===== src/rtl/udiv_128_by_64_core_assert.svh =====
// Assertion macros for the 128-by-64 divider.
// Used by udiv_128_by_64_core; no other dependencies.
`ifndef UDIV_128_BY_64_CORE_ASSERT_SVH
`define UDIV_128_BY_64_CORE_ASSERT_SVH

// Same-cycle implication, checked outside reset.
`define UDIV_ASSERT_NOW(lbl, clk, rst, ante, cons, msg) \
   lbl: assert property (@(posedge clk) disable iff (rst) (ante) |-> (cons)) \
      else $error(msg);

// Next-cycle implication, checked outside reset.
`define UDIV_ASSERT_NEXT(lbl, clk, rst, ante, cons, msg) \
   lbl: assert property (@(posedge clk) disable iff (rst) (ante) |=> (cons)) \
      else $error(msg);

`endif


===== src/rtl/udiv_pkg.sv =====
// Types and constants shared by the 128-by-64 divider modules.
// No dependencies.
package udiv_pkg;

   localparam int WordWidth = 64;
   localparam int StepCount = WordWidth;

   typedef logic [WordWidth-1:0] word_type;

   typedef struct packed {
      word_type dividend_high;
      word_type dividend_low;
      word_type divisor;
   } req_type;

   typedef struct packed {
      word_type quotient;
      word_type remainder;
      logic     overflow;
   } rsp_type;

   // One pipeline stage: partial remainder, and a word that holds the dividend
   // bits still to shift in on top with the quotient bits growing below.
   typedef struct packed {
      word_type rem;
      word_type low_quot;
      word_type divisor;
      logic     overflow;
   } stage_type;

   localparam word_type AllOnes = {WordWidth{1'b1}};

endpackage


===== src/rtl/udiv_step.sv =====
// One restoring-division stage: produces one quotient bit per item.
// Depends on udiv_pkg.
module udiv_step (
   input  logic                 clock,
   input  logic                 reset,
   input  logic                 enable,
   input  logic                 in_valid,
   input  udiv_pkg::stage_type  in_stage,
   output logic                 out_valid,
   output udiv_pkg::stage_type  out_stage
);

   logic                          valid_ff;
   udiv_pkg::stage_type           stage_ff;
   udiv_pkg::stage_type           stage_in;
   logic [udiv_pkg::WordWidth:0]  trial;
   logic [udiv_pkg::WordWidth:0]  diff;
   logic                          quot_bit;

   always_comb begin
      // shift the next dividend bit into the partial remainder
      trial    = {in_stage.rem, in_stage.low_quot[udiv_pkg::WordWidth-1]};
      diff     = trial - {1'b0, in_stage.divisor};
      quot_bit = (trial >= {1'b0, in_stage.divisor});
      stage_in = in_stage;
      stage_in.rem = quot_bit ? diff[udiv_pkg::WordWidth-1:0]
                              : trial[udiv_pkg::WordWidth-1:0];
      stage_in.low_quot = {in_stage.low_quot[udiv_pkg::WordWidth-2:0], quot_bit};
   end

   always_ff @(posedge clock) begin
      if (reset) begin
         valid_ff <= 1'b0;
      end else if (enable) begin
         valid_ff <= in_valid;
      end
   end

   always_ff @(posedge clock) begin
      if (enable) begin
         stage_ff <= stage_in;
      end
   end

   assign out_valid = valid_ff;
   assign out_stage = stage_ff;

endmodule


===== config.mk =====
export PLATFORM = sky130hd
export DESIGN_NAME = udiv_step
export DESIGN_NICKNAME = d
export VERILOG_FILES = /design/src/rtl/udiv_128_by_64_core_assert.svh /design/src/rtl/udiv_pkg.sv /design/src/rtl/udiv_step.sv
export SDC_FILE = /design/constraint.sdc
export NUM_CORES = 1
export LEC_CHECK = 0
export BUFFER_PORTS_ARGS = -buffer_cell sky130_fd_sc_hd__buf_2
export CELL_PAD_IN_SITES_DETAIL_PLACEMENT = 0
export CELL_PAD_IN_SITES_GLOBAL_PLACEMENT = 1
export CORE_UTILIZATION = 30
export CTS_CLUSTER_SIZE = 12
export DETAILED_ROUTE_END_ITERATION = 12
export GPL_TIMING_DRIVEN = 0
export HOLD_SLACK_MARGIN = 0.08
export PLACE_DENSITY = 0.71
export SLEW_MARGIN = 40
export SYNTH_ARGS = -nofsm -noshare
export SYNTH_HDL_FRONTEND = slang
export SYNTH_SLANG_ARGS = --single-unit

===== constraint.sdc =====
create_clock -name clock -period 8.4 [get_ports clock]
set_clock_uncertainty 0.15 [all_clocks]
set_input_delay 1.26 -clock clock [delete_from_list [all_inputs] [get_ports clock]]
set_output_delay 1.26 -clock clock [all_outputs]
set_load 0.05 [all_outputs]

==> report_table.html, run 1 <==
<table>
<tr><th>Metric</th><th>Value</th></tr>
<tr><th colspan="2">Worst hold path</th></tr>
<tr><td>Endpoint of the worst hold-timing path</td><td>out_valid</td></tr>
<tr><td>Path category of the worst min-delay check</td><td>reg -&gt; reg</td></tr>
<tr><td>Worst hold start</td><td>out_valid</td></tr>
<tr><td>Min-Delay Path Depth</td><td>2</td></tr>
<tr><th colspan="2">Routing</th></tr>
<tr><td>Detailed-routing iteration count for the pre-antenna-repair pass</td><td>5</td></tr>
<tr><td>Number of nets with antenna violations after routing</td><td>0</td></tr>
<tr><td>Wire length the detailed router placed on met1</td><td>between 10 and 15 mm</td></tr>
<tr><td>Total length of routed wires</td><td>between 30 and 40 mm</td></tr>
<tr><td>Via count</td><td>~8,800</td></tr>
<tr><td>Count of unresolved DRC violations after routing</td><td>0</td></tr>
<tr><td>Initial drt markers</td><td>around 440</td></tr>
<tr><td>Top Metal Used</td><td>met5</td></tr>
<tr><td>Length of routed met2 wiring</td><td>about 15 mm</td></tr>
<tr><td>Wire length on met3</td><td>2.14 mm</td></tr>
<tr><td>Final routed wire length divided by cell count</td><td>17.6 um</td></tr>
<tr><td>Vias per cell</td><td>roughly 4.8</td></tr>
<tr><th colspan="2">Logic synthesis</th></tr>
<tr><td>Number of enable-type register cells in the synthesized netlist</td><td>between 150 and 200</td></tr>
<tr><td>Average cell area after synthesis</td><td>around 11 um^2</td></tr>
<tr><td>Flops &amp; latches, synth</td><td>between 150 and 200</td></tr>
<tr><td>Most area-hungry cell type in the Yosys netlist</td><td>sky130_fd_sc_hd__edfxtp_1</td></tr>
<tr><td>Mapped Area</td><td>between 10,000 and 15,000 um^2</td></tr>
<tr><td>Proportion of netlist area held by the largest area contributor</td><td>0.543</td></tr>
<tr><td>Post-synthesis cell type count</td><td>67</td></tr>
<tr><td>Async set or reset register ratio after synthesis</td><td>0</td></tr>
<tr><td>Dominant synthesized flop cell</td><td>sky130_fd_sc_hd__edfxtp_1</td></tr>
<tr><td>Post-Synthesis Cells</td><td>around 950</td></tr>
<tr><td>Area contributors post-synth</td><td>sky130_fd_sc_hd__edfxtp_1 54%, sky130_fd_sc_hd__ha_1 7.5%, sky130_fd_sc_hd__a21oi_1 5.2%, sky130_fd_sc_hd__xnor2_1 3.0%, sky130_fd_sc_hd__inv_1 2.8%</td></tr>
<tr><td>Number of warnings issued by yosys</td><td>0</td></tr>
<tr><td>Fraction of the yosys area taken by sequential cells</td><td>0.544</td></tr>
<tr><td>Syn Nets</td><td>1,210</td></tr>
<tr><th colspan="2">Global routing</th></tr>
<tr><td>Number of antenna violations at the first check in global routing</td><td>5</td></tr>
<tr><td>Largest net degree at the start of global routing</td><td>80</td></tr>
<tr><td>Via count of the first global-routing pass</td><td>8,792</td></tr>
<tr><td>Wire length of the first global-routing pass</td><td>~48 mm</td></tr>
<tr><td>Total Routing Usage GR</td><td>0.175</td></tr>
<tr><td>Gr ovfl total</td><td>0</td></tr>
<tr><th colspan="2">Worst setup path</th></tr>
<tr><td>Maximum fanout along the worst path</td><td>8</td></tr>
<tr><td>Depth of the most critical reg-to-reg path</td><td>2</td></tr>
<tr><td>Worst-path cell chain</td><td>buf_2, inv_1, ha_1, clkbuf_1, a21oi_1, o221ai_1, o31ai_2, a21oi_1, nor3_1, o31ai_1, o31ai_1, xor2_1, a21oi_2</td></tr>
<tr><td>Worst reg2reg path startpoint</td><td>out_valid</td></tr>
<tr><td>Required time of the worst setup path</td><td>approximately 8.5 ns</td></tr>
<tr><td>Largest stage delay on the critical path</td><td>0.67 ns</td></tr>
<tr><td>Worst setup slack for register-to-register paths</td><td>between 7 and 8 ns</td></tr>
<tr><td>Critical-path cell with the highest stage delay</td><td>sky130_fd_sc_hd__o31ai_2</td></tr>
<tr><td>Reg2Reg Capture Point</td><td>out_valid</td></tr>
<tr><td>Worst path arrival time</td><td>between 4 and 5 ns</td></tr>
<tr><td>Startpoint class of the critical path</td><td>input port</td></tr>
<tr><td>CP startpoint</td><td>in_stage[12]</td></tr>
<tr><td>Worst Path Class, Setup</td><td>in -&gt; reg</td></tr>
<tr><td>Worst Setup End Kind</td><td>flop</td></tr>
<tr><th colspan="2">STA</th></tr>
<tr><td>Worst slew margin relative to its limit</td><td>0.544</td></tr>
<tr><td>Final number of setup-violating endpoints</td><td>0</td></tr>
<tr><td>Final worst-path cycle share</td><td>0.572</td></tr>
<tr><td>Slew at the pin closest to its max-slew limit</td><td>roughly 0.68 ns</td></tr>
<tr><td>Fmax</td><td>0.208 GHz</td></tr>
<tr><td>Total negative slack</td><td>0 ns</td></tr>
<tr><td>PnR worst setup slack</td><td>3.59 ns</td></tr>
<tr><td>RSZ-0062 raised after global routing</td><td>no</td></tr>
<tr><td>Max-slew violations</td><td>0</td></tr>
<tr><td>Time the final worst path needs with I/O delays and setup</td><td>4.81 ns</td></tr>
<tr><td>Hold Worst Slack</td><td>around 0.35 ns</td></tr>
<tr><td>Hold violation count in the final report</td><td>0</td></tr>
<tr><th colspan="2">Clock network</th></tr>
<tr><td># clock sinks</td><td>around 190</td></tr>
<tr><td>CTS tree</td><td>done</td></tr>
<tr><td>Post-CTS Hold Fix Bufs</td><td>0</td></tr>
<tr><td>Clock insertion delay at the later pin of the skew report</td><td>0.45 ns</td></tr>
<tr><td>Post-CTS Setup Repair Bufs</td><td>0</td></tr>
<tr><td>Number of buffers on the longest clock path</td><td>2</td></tr>
<tr><td>Library cell used as clock root buffer</td><td>sky130_fd_sc_hd__clkbuf_16</td></tr>
<tr><td>Number of cells upsized or downsized after cts</td><td>0</td></tr>
<tr><td>Inserted Clock Buffers</td><td>17</td></tr>
<tr><td>Total number of H-tree levels</td><td>4</td></tr>
<tr><td>Clock transition at path regs</td><td>0.09 ns</td></tr>
<tr><th colspan="2">Final layout</th></tr>
<tr><td>Area growth from synthesis to layout</td><td>29.4%</td></tr>
<tr><td>Final std cell area, no fill</td><td>~14,000 um^2</td></tr>
<tr><td>Most frequent cells in the layout</td><td>401 x sky130_fd_sc_hd__buf_2, 193 x sky130_fd_sc_hd__edfxtp_1, 111 x sky130_fd_sc_hd__a21oi_1, 79 x sky130_fd_sc_hd__inv_1, 77 x sky130_fd_sc_hd__nor2_1</td></tr>
<tr><td>Layout cell share with drive strength beyond 1</td><td>0.352</td></tr>
<tr><td>FF+latch area</td><td>a little under 6000 um^2</td></tr>
<tr><td>Filler Cells Inserted</td><td>about 3,500</td></tr>
<tr><td>Final standard cell utilization of the core</td><td>0.397</td></tr>
<tr><td>Commonest non-fill, non-tap cell in the layout</td><td>sky130_fd_sc_hd__buf_2</td></tr>
<tr><td>Net total in the final layout</td><td>between 1,500 and 2,000</td></tr>
<tr><td>Multi-input gate area</td><td>approximately 4400 um^2</td></tr>
<tr><th colspan="2">Floorplan</th></tr>
<tr><td>Placement row count</td><td>68</td></tr>
<tr><td>Y dimension of the die</td><td>~190 um</td></tr>
<tr><td>Area enclosed by the die boundary</td><td>approximately 36,000 um^2</td></tr>
<tr><td>Floorplan Core Area</td><td>approximately 35,000 um^2</td></tr>
<tr><td>Effective utilization at floorplan</td><td>0.307</td></tr>
<tr><td>DIE WIDTH</td><td>191 um</td></tr>
<tr><td>IO Count</td><td>between 300 and 400</td></tr>
<tr><th colspan="2">Pwr</th></tr>
<tr><td>Leakage component of the power</td><td>~6 nW</td></tr>
<tr><td>Worst supply voltage drop on vdd</td><td>0.139 mV</td></tr>
<tr><td>Power density normalized to cell area</td><td>between 200 and 250 nW/um^2</td></tr>
<tr><th colspan="2">Placement</th></tr>
<tr><td>RD Place Congestion</td><td>~0.86</td></tr>
<tr><td>HPWL after DPL</td><td>25.8 mm</td></tr>
<tr><td>Number of buffers inserted by port buffering</td><td>390</td></tr>
<tr><td>Setup Slack @ Placement</td><td>3.26 ns</td></tr>
<tr><td>Instance area at placement</td><td>about 13,000 um^2</td></tr>
<tr><th colspan="2">Job</th></tr>
<tr><td>Max-capacitance violation count</td><td>0</td></tr>
<tr><th colspan="2">Run status</th></tr>
<tr><td>Result of the run</td><td>finished clean</td></tr>
</table>
## how the worst max path moves through the flow
stage / slack, ns / to / cells past startpoint
after floorplan: 4.27 / out_stage[192] / 11
after global placement: 3.15 / out_stage[189] / 13
after detailed placement: 3.26 / out_stage[191] / 13
after CTS: 3.73 / out_stage[191] / 13
after global routing: 3.42 / out_stage[191] / 13
final: 3.59 / out_stage[191] / 13
## critical path, delay by kind of cell
kind,cells,cell delay (ns)
AND/OR/NAND/NOR,1,0.56
AO/OA/AOI/OAI,7,2.23
XOR/XNOR,1,0.20
buffers and inverters,3,0.35
adder cells (fa/ha/maj),1,0.28
## cells by family (layout without fill, tap and decap cells)
| family | count (synthesis) | after routing | synth area share |
|---|---|---|---|
| AO/OA/AOI/OAI | 278 | 278 | 0.170 |
| AND/OR/NAND/NOR | 224 | 224 | 0.0992 |
| flip-flops | 194 | 194 | 0.544 |
| buffers and inverters | 113 | 536 | 0.0453 |
| adder cells (fa/ha/maj) | 65 | 65 | 0.0768 |
| XOR/XNOR | 57 | 57 | 0.0467 |
| multiplexers | 17 | 17 | 0.0177 |
| other | 0 | 2 | 0 |
## report_power, final
part	switching, mW	leakage, nW	internal [mW]
sequential	0.0226	1.90	1.19
combinational	0.695	3.95	0.273
clock	0.403	0.261	0.389
total	1.12	6.11	1.85
## cells in the mapped netlist (8+ instances only)
| cell | n |
|---|---|
| sky130_fd_sc_hd__nor2_2 | 10 |
| sky130_fd_sc_hd__a21oi_1 | 111 |
| sky130_fd_sc_hd__nand4_1 | 15 |
| sky130_fd_sc_hd__a21oi_2 | 12 |
| sky130_fd_sc_hd__nor2_1 | 77 |
| sky130_fd_sc_hd__o21bai_1 | 11 |
| sky130_fd_sc_hd__nand2_1 | 60 |
| sky130_fd_sc_hd__clkbuf_1 | 14 |
| sky130_fd_sc_hd__edfxtp_1 | 193 |
| sky130_fd_sc_hd__o21ai_0 | 41 |
| sky130_fd_sc_hd__mux2_1 | 14 |
| sky130_fd_sc_hd__xor2_1 | 20 |
| sky130_fd_sc_hd__nand3_1 | 11 |
| sky130_fd_sc_hd__nor3_1 | 8 |
| sky130_fd_sc_hd__a21o_1 | 37 |
| sky130_fd_sc_hd__o21a_1 | 12 |
| sky130_fd_sc_hd__ha_1 | 64 |
| sky130_fd_sc_hd__xnor2_1 | 37 |
| sky130_fd_sc_hd__inv_1 | 79 |
| sky130_fd_sc_hd__buf_2 | 12 |
## flip-flops by register name, summed over array words and instances (netlist names)
signal     cells
out_stage    193
out_valid      1
## layout make-up
cell class,instances,share of cell area
tap,455,0.0412
multi-input combinational,641,0.317
antenna,2,0.000362
buffer,34,0.0136
sequential,194,0.421
timing repair buffer,392,0.146
inverter,79,0.0215
clock buffer,18,0.0311
clock inverter,13,0.00860
## stage by stage
step                      instances  power, mW
final                          1828       2.97
after global routing           1827       3.11
after CTS                      1826       3.01
after detailed placement       1795       2.21
after global placement         1793       2.20
after floorplan                 948       1.93
## metal layers
layer	track usage	vias up
met4	0.0551	6
met5	0	-
met1	0.219	4122
li1	-	4303
met2	0.293	292
met3	0.0447	31
Power figures use the tool's default switching activity.
==> run 2, diff against run 1 <==
--- a/config.mk
+++ b/config.mk
@@ -5,6 +5,7 @@
 export SDC_FILE = /design/constraint.sdc
 export NUM_CORES = 1
 export LEC_CHECK = 0
+export ABC_AREA = 1
 export BUFFER_PORTS_ARGS = -buffer_cell sky130_fd_sc_hd__buf_2
 export CELL_PAD_IN_SITES_DETAIL_PLACEMENT = 0
 export CELL_PAD_IN_SITES_GLOBAL_PLACEMENT = 1
@@ -13,7 +14,7 @@
 export DETAILED_ROUTE_END_ITERATION = 12
 export GPL_TIMING_DRIVEN = 0
 export HOLD_SLACK_MARGIN = 0.08
-export PLACE_DENSITY = 0.71
+export PLACE_DENSITY = 0.75
 export SLEW_MARGIN = 40
 export SYNTH_ARGS = -nofsm -noshare
 export SYNTH_HDL_FRONTEND = slang
==> constraint.sdc (replaced) <==
create_clock -name clock -period 4.15 [get_ports clock]
set_clock_uncertainty 0.15 [all_clocks]
set_input_delay 0.6225 -clock clock [delete_from_list [all_inputs] [get_ports clock]]
set_output_delay 0.6225 -clock clock [all_outputs]
set_load 0.05 [all_outputs]
==> run 2 against run 1 <==
  * Cell count rose by 52%
  * Wire length rose by 47%
  * Sequential cell count did not move
  * First-iteration DRC count rose by 69%
  * Critical endpoint is now out_stage[174]
==> report_table.html, run 2 <==
<table>
<tr><th>Metric</th><th>Value</th></tr>
<tr><th colspan="2">Run status</th></tr>
<tr><td>Result of the run</td><td>finished clean</td></tr>
<tr><th colspan="2">Logic synthesis</th></tr>
<tr><td>Fraction of the yosys area taken by sequential cells</td><td>0.442 (-0.103)</td></tr>
<tr><td>Number of warnings issued by yosys</td><td>0 (unchanged)</td></tr>
<tr><td>Async set or reset register ratio after synthesis</td><td>0 (unchanged)</td></tr>
<tr><td>Dominant synthesized flop cell</td><td>sky130_fd_sc_hd__edfxtp_1</td></tr>
<tr><td>Mapped Area</td><td>13,200 um^2 (+23%)</td></tr>
<tr><td>Number of enable-type register cells in the synthesized netlist</td><td>193 (unchanged)</td></tr>
<tr><td>Area contributors post-synth</td><td>sky130_fd_sc_hd__edfxtp_1 44%, sky130_fd_sc_hd__nand2_1 19%, sky130_fd_sc_hd__inv_1 11%, sky130_fd_sc_hd__ha_1 6.1%, sky130_fd_sc_hd__nand3_1 5.4%</td></tr>
<tr><td>Average cell area after synthesis</td><td>7.42 um^2 (-34%)</td></tr>
<tr><td>Most area-hungry cell type in the Yosys netlist</td><td>sky130_fd_sc_hd__edfxtp_1</td></tr>
<tr><td>Post-synthesis cell type count</td><td>35 (-48%)</td></tr>
<tr><td>Most frequent cell after synthesis</td><td>sky130_fd_sc_hd__nand2_1</td></tr>
<tr><td>Proportion of netlist area held by the largest area contributor</td><td>0.440 (-0.103)</td></tr>
<tr><td>Cell types with the highest counts after synthesis</td><td>658 x sky130_fd_sc_hd__nand2_1, 376 x sky130_fd_sc_hd__inv_1, 193 x sky130_fd_sc_hd__edfxtp_1</td></tr>
<tr><td>Flops &amp; latches, synth</td><td>194 (unchanged)</td></tr>
<tr><td>Post-Synthesis Cells</td><td>1,775 (+87%)</td></tr>
<tr><td>Syn Nets</td><td>2,037 (+68%)</td></tr>
<tr><th colspan="2">Worst hold path</th></tr>
<tr><td>Path category of the worst min-delay check</td><td>in -&gt; reg</td></tr>
<tr><th colspan="2">Worst setup path</th></tr>
<tr><td>Startpoint class of the critical path</td><td>input port</td></tr>
<tr><td>CP startpoint</td><td>in_stage[52]</td></tr>
<tr><td>Depth of the most critical reg-to-reg path</td><td>2 (unchanged)</td></tr>
<tr><td>Last element of the critical path</td><td>out_stage[174]</td></tr>
<tr><td>Worst reg2reg path startpoint</td><td>out_valid</td></tr>
<tr><td>Worst path arrival time</td><td>3.27 ns (-1.60 ns)</td></tr>
<tr><td>Reg2Reg Capture Point</td><td>out_valid</td></tr>
<tr><td>Worst Setup End Kind</td><td>flop</td></tr>
<tr><td>Worst setup slack for register-to-register paths</td><td>3.42 ns (-4.25 ns)</td></tr>
<tr><td>Required time of the worst setup path</td><td>4.22 ns (-4.24 ns)</td></tr>
<tr><td>Maximum fanout along the worst path</td><td>10 (+2)</td></tr>
<tr><td>Worst Path Class, Setup</td><td>in -&gt; reg</td></tr>
<tr><th colspan="2">Global routing</th></tr>
<tr><td>Met3 demand-to-capacity share in global routing</td><td>0.0398 (-0.00496)</td></tr>
<tr><td>Number of antenna violations at the first check in global routing</td><td>2 (-3)</td></tr>
<tr><td>Via count of the first global-routing pass</td><td>12,000 (+36%)</td></tr>
<tr><td>Gr ovfl total</td><td>0 (unchanged)</td></tr>
<tr><td>Met2 track demand over resource</td><td>0.371 (+0.0780)</td></tr>
<tr><td>Wire length of the first global-routing pass</td><td>70.0 mm (+45%)</td></tr>
<tr><td>Largest net degree at the start of global routing</td><td>68 (-15%)</td></tr>
<tr><td>Total Routing Usage GR</td><td>0.215 (+0.0398)</td></tr>
<tr><td>GR Util met1</td><td>0.274 (+0.0553)</td></tr>
<tr><td>Grt peak-use layer</td><td>met2</td></tr>
<tr><th colspan="2">Pwr</th></tr>
<tr><td>Power density normalized to cell area</td><td>387 nW/um^2 (+80%)</td></tr>
<tr><td>Post-layout total power</td><td>6.41 mW (+120%)</td></tr>
<tr><td>Worst supply voltage drop on vdd</td><td>0.275 mV (+98%)</td></tr>
<tr><td>Leakage component of the power</td><td>8.88 nW (+45%)</td></tr>
<tr><th colspan="2">STA</th></tr>
<tr><td>Slew at the pin closest to its max-slew limit</td><td>0.616 ns (-0.0640 ns)</td></tr>
<tr><td>Final worst-path cycle share</td><td>0.770</td></tr>
<tr><td>RSZ-0062 raised after global routing</td><td>no</td></tr>
<tr><td>Worst slew margin relative to its limit</td><td>0.589 (+0.0444)</td></tr>
<tr><td>Max-slew violations</td><td>0 (unchanged)</td></tr>
<tr><td>Time the final worst path needs with I/O delays and setup</td><td>between 3 and 4 ns</td></tr>
<tr><td>Fmax</td><td>~0.31 GHz</td></tr>
<tr><td>Hold violation count in the final report</td><td>0 (unchanged)</td></tr>
<tr><td>Total negative slack</td><td>0 ns (unchanged)</td></tr>
<tr><td>PnR worst setup slack</td><td>0.953 ns (-2.64 ns)</td></tr>
<tr><td>Final number of setup-violating endpoints</td><td>0 (unchanged)</td></tr>
<tr><th colspan="2">Routing</th></tr>
<tr><td>Number of nets with antenna violations after routing</td><td>0 (unchanged)</td></tr>
<tr><td>Total length of routed wires</td><td>47.3 mm (+47%)</td></tr>
<tr><td>Detailed-routing iteration count for the pre-antenna-repair pass</td><td>8 (+3)</td></tr>
<tr><td>Count of unresolved DRC violations after routing</td><td>0 (unchanged)</td></tr>
<tr><td>Vias per cell</td><td>4.40 (-8.1%)</td></tr>
<tr><td>Via count</td><td>12,300 (+40%)</td></tr>
<tr><td>Initial drt markers</td><td>746 (+69%)</td></tr>
<tr><td>Final routed wire length divided by cell count</td><td>17.0 um (-3.4%)</td></tr>
<tr><th colspan="2">Clock network</th></tr>
<tr><td>Number of buffers on the longest clock path</td><td>2 (unchanged)</td></tr>
<tr><td>Clock insertion delay at the later pin of the skew report</td><td>0.49 ns (+0.04 ns)</td></tr>
<tr><td># clock sinks</td><td>194 (unchanged)</td></tr>
<tr><td>Clock transition at path regs</td><td>0.07 ns (-0.02 ns)</td></tr>
<tr><td>Total number of H-tree levels</td><td>4 (unchanged)</td></tr>
<tr><td>Number of cells upsized or downsized after cts</td><td>0 (unchanged)</td></tr>
<tr><td>Inserted Clock Buffers</td><td>17 (unchanged)</td></tr>
<tr><td>CTS tree</td><td>done</td></tr>
<tr><td>Library cell used as clock root buffer</td><td>sky130_fd_sc_hd__clkbuf_16</td></tr>
<tr><th colspan="2">Floorplan</th></tr>
<tr><td>IO Count</td><td>391 (unchanged)</td></tr>
<tr><td>Placement row count</td><td>76 (+12%)</td></tr>
<tr><td>DIE WIDTH</td><td>212 um (+11%)</td></tr>
<tr><td>Y dimension of the die</td><td>212 um (+11%)</td></tr>
<tr><td>Area enclosed by the die boundary</td><td>44,700 um^2 (+23%)</td></tr>
<tr><td>Effective utilization at floorplan</td><td>0.305 (-0.00186)</td></tr>
<tr><td>Floorplan Core Area</td><td>43,200 um^2 (+24%)</td></tr>
<tr><th colspan="2">Placement</th></tr>
<tr><td>HPWL after DPL</td><td>40.5 mm (+57%)</td></tr>
<tr><td>Number of buffers inserted by port buffering</td><td>390 (unchanged)</td></tr>
<tr><td>RD Place Congestion</td><td>0.903 (+5.1%)</td></tr>
<tr><td>Setup Slack @ Placement</td><td>0.492 ns (-2.77 ns)</td></tr>
<tr><th colspan="2">Final layout</th></tr>
<tr><td>Most frequent cells in the layout</td><td>658 x sky130_fd_sc_hd__nand2_1, 393 x sky130_fd_sc_hd__buf_2, 376 x sky130_fd_sc_hd__inv_1, 193 x sky130_fd_sc_hd__edfxtp_1, 142 x sky130_fd_sc_hd__nand3_1</td></tr>
<tr><td>Number of flip-flops under the largest register name</td><td>193 (unchanged)</td></tr>
<tr><td>Commonest non-fill, non-tap cell in the layout</td><td>sky130_fd_sc_hd__nand2_1</td></tr>
<tr><td>Layout cell share with drive strength beyond 1</td><td>0.240 (-0.111)</td></tr>
<tr><td>Net total in the final layout</td><td>2,449 (+51%)</td></tr>
<tr><td>Final standard cell utilization of the core</td><td>0.383 (-0.0138)</td></tr>
<tr><td>Area growth from synthesis to layout</td><td>25.7%</td></tr>
<tr><th colspan="2">Job</th></tr>
<tr><td>Max-capacitance violation count</td><td>0 (unchanged)</td></tr>
</table>
## run 2: changes by cell type in the layout (fill, tap and decap cells not counted), moves of 42 or more
cell	delta
sky130_fd_sc_hd__nand2_1	+598
sky130_fd_sc_hd__inv_1	+297
sky130_fd_sc_hd__nand3_1	+131
sky130_fd_sc_hd__a21oi_1	-69
sky130_fd_sc_hd__nand2_2	+42
## run 2: critical path, stage by stage
cell and delay (ns):
sky130_fd_sc_hd__buf_2 0.10, sky130_fd_sc_hd__inv_1 0.05, sky130_fd_sc_hd__ha_1 0.39, sky130_fd_sc_hd__nand2_1 0.21
sky130_fd_sc_hd__nor2_2 0.08, sky130_fd_sc_hd__and2_1 0.20, sky130_fd_sc_hd__nand3_1 0.15, sky130_fd_sc_hd__nor2_1 0.06
sky130_fd_sc_hd__nand2_1 0.11, sky130_fd_sc_hd__nand3_2 0.10, sky130_fd_sc_hd__nor2_4 0.49, sky130_fd_sc_hd__nand2_4 0.12
sky130_fd_sc_hd__buf_2 0.25, sky130_fd_sc_hd__nand3_1 0.22, sky130_fd_sc_hd__nand2_1 0.10
## run 2: worst min-delay path by stage
stage / start / to / slack [ns] / depth (start not counted)
floorplan: reset / out_valid / 0.54 / 1
global placement: out_valid / out_valid / 0.32 / 2
detailed placement: out_valid / out_valid / 0.33 / 2
CTS: in_stage[75] / out_stage[76] / 0.1 / 1
global route: in_stage[107] / out_stage[108] / 0.11 / 1
finish: in_stage[75] / out_stage[76] / 0.15 / 1
## run 2: cell families after synthesis
group                    synth area share
AO/OA/AOI/OAI                      0.0212
XOR/XNOR                           0.0206
adder cells (fa/ha/maj)            0.0623
buffers and inverters               0.124
flip-flops                          0.442
multiplexers                     0.000760
AND/OR/NAND/NOR                     0.329
## run 2: where the power goes
part	internal [mW]	total (mW)	switching, mW
clock network	0.922	1.75	0.832
logic	0.558	2.21	1.65
registers	2.40	2.45	0.0465
## run 2: repair_timing
action	CTS	global route
hold endpoints to repair	1	0
hold buffers	1	0
buffers inserted	0	0
## run 2: per-layer routing
metal | vias to the layer above | share of wire
met5 | - | 0
met4 | 0 | 0.011
met3 | 28 | 0.055
met2 | 336 | 0.48
met1 | 5596 | 0.45
li1 | 6297 | -
## run 2: area by class of cell
cell class / count / area [um^2]
fill: 4711 / 26600
clock inverter: 14 / 189
antenna: 1 / 2.50
clock buffer: 18 / 429
inverter: 399 / 1500
sequential: 194 / 5820
multi-input combinational: 1163 / 5720
tap: 585 / 732
buffer: 19 / 141
timing repair buffer: 393 / 2030
## run 2: stage by stage
step	hold slack, ns	area [um^2]	std cells
finish	0.150	16600	2786
global placement	0.320	15900	2750
CTS	0.0997	16500	2785
detailed placement	0.334	15900	2752
floorplan	0.545	13200	1775
global route	0.113	16500	2785
